### src/hw/rtl/gn2d_pkg.sv
// Shared types and constants for the 2D gradient noise block.
// No dependencies.
`default_nettype none
package gn2d_pkg;
  localparam int unsigned CoordW = 24;
  localparam int unsigned GradW  = 15;
  localparam int unsigned NoiseW = 16;

  typedef enum logic {
    OP_EVAL  = 1'b0,
    OP_WRITE = 1'b1
  } op_e;

  typedef struct packed {
    logic                     is_write;
    logic signed [CoordW-1:0] coord_x;
    logic signed [CoordW-1:0] coord_y;
    logic [3:0]               entry_col;
    logic [3:0]               entry_row;
    logic signed [GradW-1:0]  grad_x;
    logic signed [GradW-1:0]  grad_y;
  } item_t;
endpackage
`default_nettype wire

### src/hw/rtl/gn2d_front.sv
// Front end: accepts input beats and queues them for the datapath.
// Depends on gn2d_pkg.
`default_nettype none
module gn2d_front (
  input  wire logic           clk_i,
  input  wire logic           rst_ni,
  input  wire logic           push_i,
  output logic                full_o,
  input  gn2d_pkg::item_t     item_i,
  output logic                valid_o,
  input  wire logic           take_i,
  output gn2d_pkg::item_t     item_o
);
  import gn2d_pkg::*;

  item_t      mem_q [2];
  logic       wptr_q, rptr_q;
  logic [1:0] cnt_q;
  logic       do_push, do_pop;

  assign full_o  = (cnt_q == 2'd2);
  assign valid_o = (cnt_q != 2'd0);
  assign item_o  = mem_q[rptr_q];
  assign do_push = push_i && !full_o;
  assign do_pop  = take_i && valid_o;

  always_ff @(posedge clk_i) begin
    if (do_push) mem_q[wptr_q] <= item_i;
  end

  always_ff @(posedge clk_i or negedge rst_ni) begin
    if (!rst_ni) begin
      wptr_q <= 1'b0;
      rptr_q <= 1'b0;
      cnt_q  <= 2'd0;
    end else begin
      if (do_push) wptr_q <= ~wptr_q;
      if (do_pop)  rptr_q <= ~rptr_q;
      cnt_q <= cnt_q + {1'b0, do_push} - {1'b0, do_pop};
    end
  end

  a_cnt_max: assert property (@(posedge clk_i) disable iff (!rst_ni) cnt_q <= 2'd2)
    else $error("queue count overflow");
  a_ptr: assert property (@(posedge clk_i) disable iff (!rst_ni)
    (cnt_q == 2'd0 || cnt_q == 2'd2) |-> wptr_q == rptr_q)
    else $error("queue pointers disagree with count");
  a_no_pop_empty: assert property (@(posedge clk_i) disable iff (!rst_ni)
    (cnt_q == 2'd0) |=> cnt_q <= 2'd1)
    else $error("queue count jumped");
endmodule
`default_nettype wire

### config.mk
export PLATFORM = sky130hd
export DESIGN_NAME = gn2d_front
export DESIGN_NICKNAME = d
export VERILOG_FILES = /design/src/hw/rtl/gn2d_pkg.sv /design/src/hw/rtl/gn2d_front.sv
export SDC_FILE = /design/constraint.sdc
export NUM_CORES = 1
export LEC_CHECK = 0
export CAP_MARGIN = 20
export CORE_MARGIN = 3
export CORE_UTILIZATION = 62
export DETAILED_ROUTE_END_ITERATION = 10
export DONT_BUFFER_PORTS = 1
export PLACE_DENSITY = 0.89
export SLEW_MARGIN = 20
export SYNTH_ARGS = -nofsm -noshare
export SYNTH_HDL_FRONTEND = slang
export SYNTH_SLANG_ARGS = --single-unit
### constraint.sdc
create_clock -name clk_i -period 6.1 [get_ports clk_i]
set_input_delay 0 -clock clk_i [delete_from_list [all_inputs] [get_ports clk_i]]
set_output_delay 0 -clock clk_i [all_outputs]
set_load 0.02 [all_outputs]
==> impl_metrics.csv, run 1 <==
group,metric,value,unit
run_status,run_status,"complete, no violations",
routing,drcViolationCount,0,
critical_path,cp-startpoint,"rptr_q",
clock_tree,tritoncts,"yes",
sta,fin_ws,3.576,ns
logic_synthesis,syn_nets,382,
power_and_ir_drop,p_seq_share,45.2,%
critical_path,cp.required,6.10,ns
finish,mostFrequentLayoutCell,"edfxtp_1",
clock_tree,cts.sinks,178,
placement,port_buffers,0,
placement,post-dp-hpwl,7036,microns
placement,place_inst,414,
placement,dp_slack,3.613,ns
power_and_ir_drop,p_sw_share,32.51,%
sta,maxSlewViolCount,0,
clock_tree,numCtsBuffers,17,
critical_path,crit_fanout,60,
clock_tree,clkLatencyLatePin,0.51,ns
logic_synthesis,synth_top_cell_by_area,"edfxtp_1",
logic_synthesis,ys_seq_area_share,81.24,%
routing,drt-pass1-iter-count,4,
logic_synthesis,synth_seq_cells,178,
finish,diodes,0,
critical_path,worstSetupPathType,"reg2out",
finish,layout_common_cells,"174 x edfxtp_1, 91 x dlygate4sd3_1, 67 x mux2_2",
power_and_ir_drop,p_switching,0.001288,W
finish,fillers,485,
sta,slew_headroom,42.95,%
routing,vias,3024,
die,io_pins,180,
power_and_ir_drop,p_leak,2.807,nW
logic_synthesis,synth_cell_types,16,
sta,timing.fmax,0.3961,GHz
sta,timing.hold.ws,0.03783,ns
grt,grt_pass1_wl,17900,microns
sta,fin_crit_sh,41.38,%
logic_synthesis,synth_cells,289,
finish,synthToLayoutAreaGrowth,24.72,%
clock_tree,clockRootBuffer,"clkbuf_8",
finish,final_nets,485,
die,core,0.01004,sq mm
logic_synthesis,synthTopCellsByArea,"edfxtp_1 80%, mux2_2 12%, mux2_4 4.6%, dfrtp_1 1.5%, buf_6 0.69%",
die,die-area,0.01184,sq mm
grt,grt_use_total,21.09,%
grt,antenna_found_initial,0,
grt,grt_max_degree,88,
critical_path,crit_path_start_kind,"flip-flop",
power_and_ir_drop,combPwrFrac,29.3,%
logic_synthesis,synth_top_area_share,79.71,%
logic_synthesis,mappedNetlistArea,0.006555,sq mm
sta,max_slew.worst_pin.slew,0.8557,ns
logic_synthesis,yosysWarnings,0,
routing,route.detailed.wl_per_inst,22.89,microns
routing,drt_iter0_markers,138,
hold_path,hold_path_class,"in2reg",
clock_tree,clkTransAtPathRegs,0.06,ns
finish,instances_no_fill,538,
power_and_ir_drop,p_clk_share,25.4,%
power_and_ir_drop,vdd_drop_max,261.2,uV
clock_tree,cts_buffer_depth,2,
critical_path,endpoint_kind,"primary output",
routing,vias_per_cell,5.621,
sta,setup_viol,0,
critical_path,rr_startpoint,"cnt_q[1]",
logic_synthesis,syn_area_per_cell,22.68,sq um
sta,fin_crit,2.524,ns
die,die_h,108.8,microns
finish,seqCellArea,0.005329,sq mm
die,die_x,108.8,microns
hold_path,min-delay-start,"push_i",
clock_tree,cts_htree_levels,4,
grt,overflow,0,
sta,finalSetupTns,0,ns
power_and_ir_drop,p_per_area,484.8,mW/mm^2
die,start_util,65.26,%
finish,final_area,0.008175,sq mm
sta,clock_skew,0.008634,ns
die,rows,36,
job,drv_cap,0,
placement,gp_congestion,0.6987,
finish,drive_above_1_share,29.88,%
finish,multiInputGateArea,0.001160,sq mm
grt,grt_pass1_vias,3250,
sta,hold_violations,0,
sta,grt_setup_unrepaired,"no",
power_and_ir_drop,p_int,0.002675,W
placement,placed_cell_area,0.006678,sq mm
critical_path,cp.arrival,2.52,ns
routing,routed_wl,12320,microns
routing,antenna_left,0,
-- path summary, 6_finish.rpt --
kind / slack [ns] / depth (start not counted) / endpoint
min: 0.04 / 1 / mem_q[1][77]
min reg2reg: 0.52 / 1 / cnt_q[0]
max: 3.58 / 2 / item_o[1]
max reg2reg: 3.63 / 4 / mem_q[0][67]
min in group asynchronous: 0.29 / 2 / cnt_q[0]
max in group asynchronous: 5.60 / 2 / rptr_q
-- cells by family after synthesis --
| kind of cell | synth area share, % |
|---|---|
| flops | 81.24 |
| buf+inv | 1.260 |
| fa+ha+maj | 0.3817 |
| simple gates | 0.4964 |
| mux | 16.09 |
| xor+xnor | 0.5346 |
-- layer usage --
layer | part of all wire (%) | up-vias | GRT usage (%) | wire [microns]
li1 | - | 1348 | - | -
met1 | 37 | 1502 | 23.95 | 4544
met2 | 53 | 157 | 36.32 | 6526
met3 | 8.7 | 17 | 7.638 | 1077
met4 | 1.4 | 0 | 8.656 | 167
met5 | 0 | - | 0 | 0
-- final cells by class --
type	instances	area share, %
Timing Repair Buffer	94	11.66
Tap cell	133	2.036
Clock buffer	19	5.158
Multi-Input combinational cell	99	14.19
Clock inverter	13	1.684
Sequential cell	178	65.18
Inverter	2	0.09183
-- flip-flops by register name, summed over array words and instances (netlist names) --
name / cells
mem_q: 174
wptr_q: 1
rptr_q: 1
cnt_q: 2
-- worst max-delay path, stage by stage (launching register included) --
cell and delay (ns):
dfrtp_4 0.70, buf_4 0.71, mux2_2 0.49
-- power by group through the flow --
stage / registers, W / clock network, W / logic, W
2_1_floorplan: 0.00177 / 0 / 0.00101
3_3_place_gp: 0.00179 / 0 / 0.00108
3_5_place_dp: 0.00182 / 0 / 0.00110
4_1_cts: 0.00179 / 0.00102 / 0.00116
5_1_grt: 0.00181 / 0.00108 / 0.00123
6_report: 0.00179 / 0.00101 / 0.00116
-- cell usage after synthesis --
cell type / n
or2_2: 1
and2_1: 1
mux2_4: 20
ha_1: 2
xnor2_1: 3
buf_6: 4
mux2_2: 67
nand2_1: 1
nand2b_1: 1
dfrtp_1: 4
and3_1: 1
edfxtp_1: 174
xor2_1: 1
nor2_1: 1
inv_1: 2
buf_2: 6
-- what timing repair did --
item / CTS / global route
resized for setup: 0 / 0
endpoints found under the setup margin: 0 / 0
hold buffers: 91 / 0
hold endpoints to repair: 208 / 0
setup buffers: 0 / 0
-- through the flow --
| step | util [%] | total power [W] |
|---|---|---|
| 2_1_floorplan | - | 0.002778 |
| 3_3_place_gp | 66.48 | 0.002877 |
| 4_1_cts | 81.12 | 0.003966 |
| 6_report | 81.39 | 0.003963 |
| 3_5_place_dp | 66.48 | 0.002916 |
| 5_1_grt | 81.39 | 0.004126 |
No activity file was read; power rests on OpenSTA's default activity.
==> run 2: changes to the inputs <==
--- a/config.mk
+++ b/config.mk
@@ -7,10 +7,10 @@
 export LEC_CHECK = 0
 export CAP_MARGIN = 20
 export CORE_MARGIN = 3
-export CORE_UTILIZATION = 62
+export CORE_UTILIZATION = 56
 export DETAILED_ROUTE_END_ITERATION = 10
 export DONT_BUFFER_PORTS = 1
-export PLACE_DENSITY = 0.89
+export PLACE_DENSITY = 0.85
 export SLEW_MARGIN = 20
 export SYNTH_ARGS = -nofsm -noshare
 export SYNTH_HDL_FRONTEND = slang
==> constraint.sdc (replaced) <==
create_clock -name clk_i -period 2.3 [get_ports clk_i]
set_input_delay 0 -clock clk_i [delete_from_list [all_inputs] [get_ports clk_i]]
set_output_delay 0 -clock clk_i [all_outputs]
set_load 0.02 [all_outputs]
==> run 2 against run 1 <==
Compared with the run above:
- design area rose by 1.5%
- largest cell class unchanged
- clock power rose to 3.0 times the previous value
- cell count rose by 1.9%
- largest power group unchanged
- setup slack got worse by 3.3 ns
- clock-buffer cell count fell by 1
- critical path depth rose by 5
- power rose to 2.8 times the previous value
- hold slack improved by 0.011 ns
- utilization fell by 6.8 points
- sequential power rose to 2.6 times the previous value
- via count rose by 1.6%
- register-to-register slack got worse by 3.4 ns
==> impl_metrics.csv, run 2 (synthesis results as in run 1) <==
group,metric,value,unit
run_status,run_status,"complete, no violations",
finish,largest_reg_flops,174,
die,die-area,0.01304,sq mm
finish,mostFrequentLayoutCell,"edfxtp_1",
critical_path,crit_path_start_kind,"flip-flop",
placement,place_inst,425,
finish,final_nets,488,
routing,route.detailed.wl_per_inst,22.80,microns
routing,vias,3073,
critical_path,rr_startpoint,"cnt_q[1]",
clock_tree,postCtsResizedCells,0,
power_and_ir_drop,power,0.01093,W
hold_path,hold_path_depth,1,
die,start_util,58.92,%
finish,drive_above_1_share,31.62,%
finish,multiInputGateArea,0.001162,sq mm
clock_tree,cts_htree_levels,4,
sta,timing.fmax,0.4889,GHz
power_and_ir_drop,p_leak,2.865,nW
grt,overflow,0,
clock_tree,cts_setup_buffers,0,
critical_path,ff2ff_setup_slack,0.25,ns
grt,grt_use_total,19.52,%
routing,antenna_left,0,
critical_path,cp.required,2.62,ns
sta,setup_viol,0,
sta,fin_crit_sh,88.94,%
power_and_ir_drop,p_per_area,1316,mW/mm^2
routing,drt-pass1-iter-count,4,
clock_tree,cts_buffer_depth,2,
grt,grt_max_degree,47,
hold_path,hold_path_class,"in2reg",
grt,grt_pass1_wl,18740,microns
finish,layout_common_cells,"174 x edfxtp_1, 91 x dlygate4sd3_1, 67 x mux2_2",
finish,reg_top3,"mem_q (174), cnt_q (2)",
placement,post-dp-hpwl,7240,microns
routing,drcViolationCount,0,
critical_path,worst_r2r_path_depth,7,
clock_tree,clkLatencyLatePin,0.41,ns
finish,fillers,624,
routing,drt_iter0_markers,247,
routing,routed_wl,12490,microns
sta,clock_skew,0.01097,ns
grt,antenna_found_initial,1,
clock_tree,clkTransAtPathRegs,0.07,ns
die,rows,38,
sta,slew_headroom,62.69,%
clock_tree,clockRootBuffer,"clkbuf_16",
sta,fin_ws,0.2545,ns
sta,fin_crit,2.046,ns
placement,port_buffers,0,
sta,hold_violations,0,
hold_path,min-delay-start,"push_i",
die,die_x,114.2,microns
clock_tree,numCtsBuffers,17,
die,io_pins,180,
finish,instances_no_fill,548,
clock_tree,cts_hold_buf,91,
clock_tree,tritoncts,"yes",
placement,gp_congestion,0.7215,
finish,seqCellArea,0.005329,sq mm
job,drv_cap,0,
sta,grt_setup_unrepaired,"no",
finish,diodes,0,
clock_tree,cts.sinks,178,
die,die_h,114.2,microns
routing,vias_per_cell,5.608,
critical_path,rr_endpoint,"cnt_q[1]",
critical_path,cp.arrival,2.36,ns
finish,synthToLayoutAreaGrowth,26.65,%
critical_path,worstSetupPathType,"reg2reg",
sta,maxSlewViolCount,0,
critical_path,endpoint_kind,"flip-flop",
placement,dp_slack,0.3968,ns
critical_path,crit_fanout,3,
grt,grt_pass1_vias,3348,
power_and_ir_drop,vdd_drop_max,901.6,uV
die,core,0.01113,sq mm
finish,regMostFlops,"mem_q",
hold_path,hold-path-endpoint,"mem_q[1][79]",
sta,max_slew.worst_pin.slew,0.5597,ns
==> run 2: cell count changes in the layout (fill, tap and decap cells not counted), moves of 3 or more <==
cell,change
buf_12,+4
clkinv_4,-4
clkinv_1,-3
inv_6,+3
inv_8,+4
==> run 2: metal layers <==
metal | vias to the layer above | GRT usage, % | wire length [microns]
met1 | 1523 | 22.71 | 4607
li1 | 1363 | - | -
met2 | 168 | 34.54 | 6717
met4 | 2 | 7.522 | 177
met5 | - | 0 | 7
met3 | 17 | 5.285 | 982
==> run 2: how the worst max path moves through the flow <==
stage | from | endpoint | cells after the start
3_3_place_gp | cnt_q[1] | cnt_q[1] | 7
6_report | cnt_q[1] | cnt_q[1] | 7
5_1_grt | cnt_q[1] | cnt_q[1] | 7
3_5_place_dp | cnt_q[1] | cnt_q[1] | 7
4_1_cts | cnt_q[1] | cnt_q[1] | 7
2_1_floorplan | cnt_q[1] | mem_q[0][0] | 3
==> run 2: cell type report <==
cell class                      instances  share of cell area [%]
Multi-Input combinational cell         99                   14.00
Clock buffer                           18                   5.170
Sequential cell                       178                   64.19
Inverter                                2                 0.09043
Timing Repair Buffer                   97                   12.12
Clock inverter                         14                   2.321
Tap cell                              140                   2.110
==> run 2: worst max-delay path: stages, from the launching register on <==
cell	delay [ns]
dfrtp_1	0.42
or2_2	0.39
and2_1	0.22
ha_1	0.29
inv_1	0.05
ha_1	0.18
xnor2_1	0.21
xnor2_1	0.18
==> run 2: metrics by stage <==
stage / TNS [ns] / area (sq um) / utilization [%] / hold slack (ns)
after floorplan: -0.7313 / 6566 / - / -0.2956
after global placement: 0 / 6769 / 60.84 / -0.2954
after detailed placement: 0 / 6769 / 60.84 / -0.2954
after CTS: 0 / 8302 / 74.62 / 0.03308
after global routing: 0 / 8302 / 74.62 / 0.05606
final: 0 / 8302 / 74.62 / 0.04926
==> run 2: where the power goes <==
group	total [W]	switching [W]	leakage [nW]	internal (W)
clock	0.00300	0.00125	0.296	0.00175
combinational	0.00328	0.00211	0.908	0.00117
sequential	0.00465	0.000208	1.66	0.00444
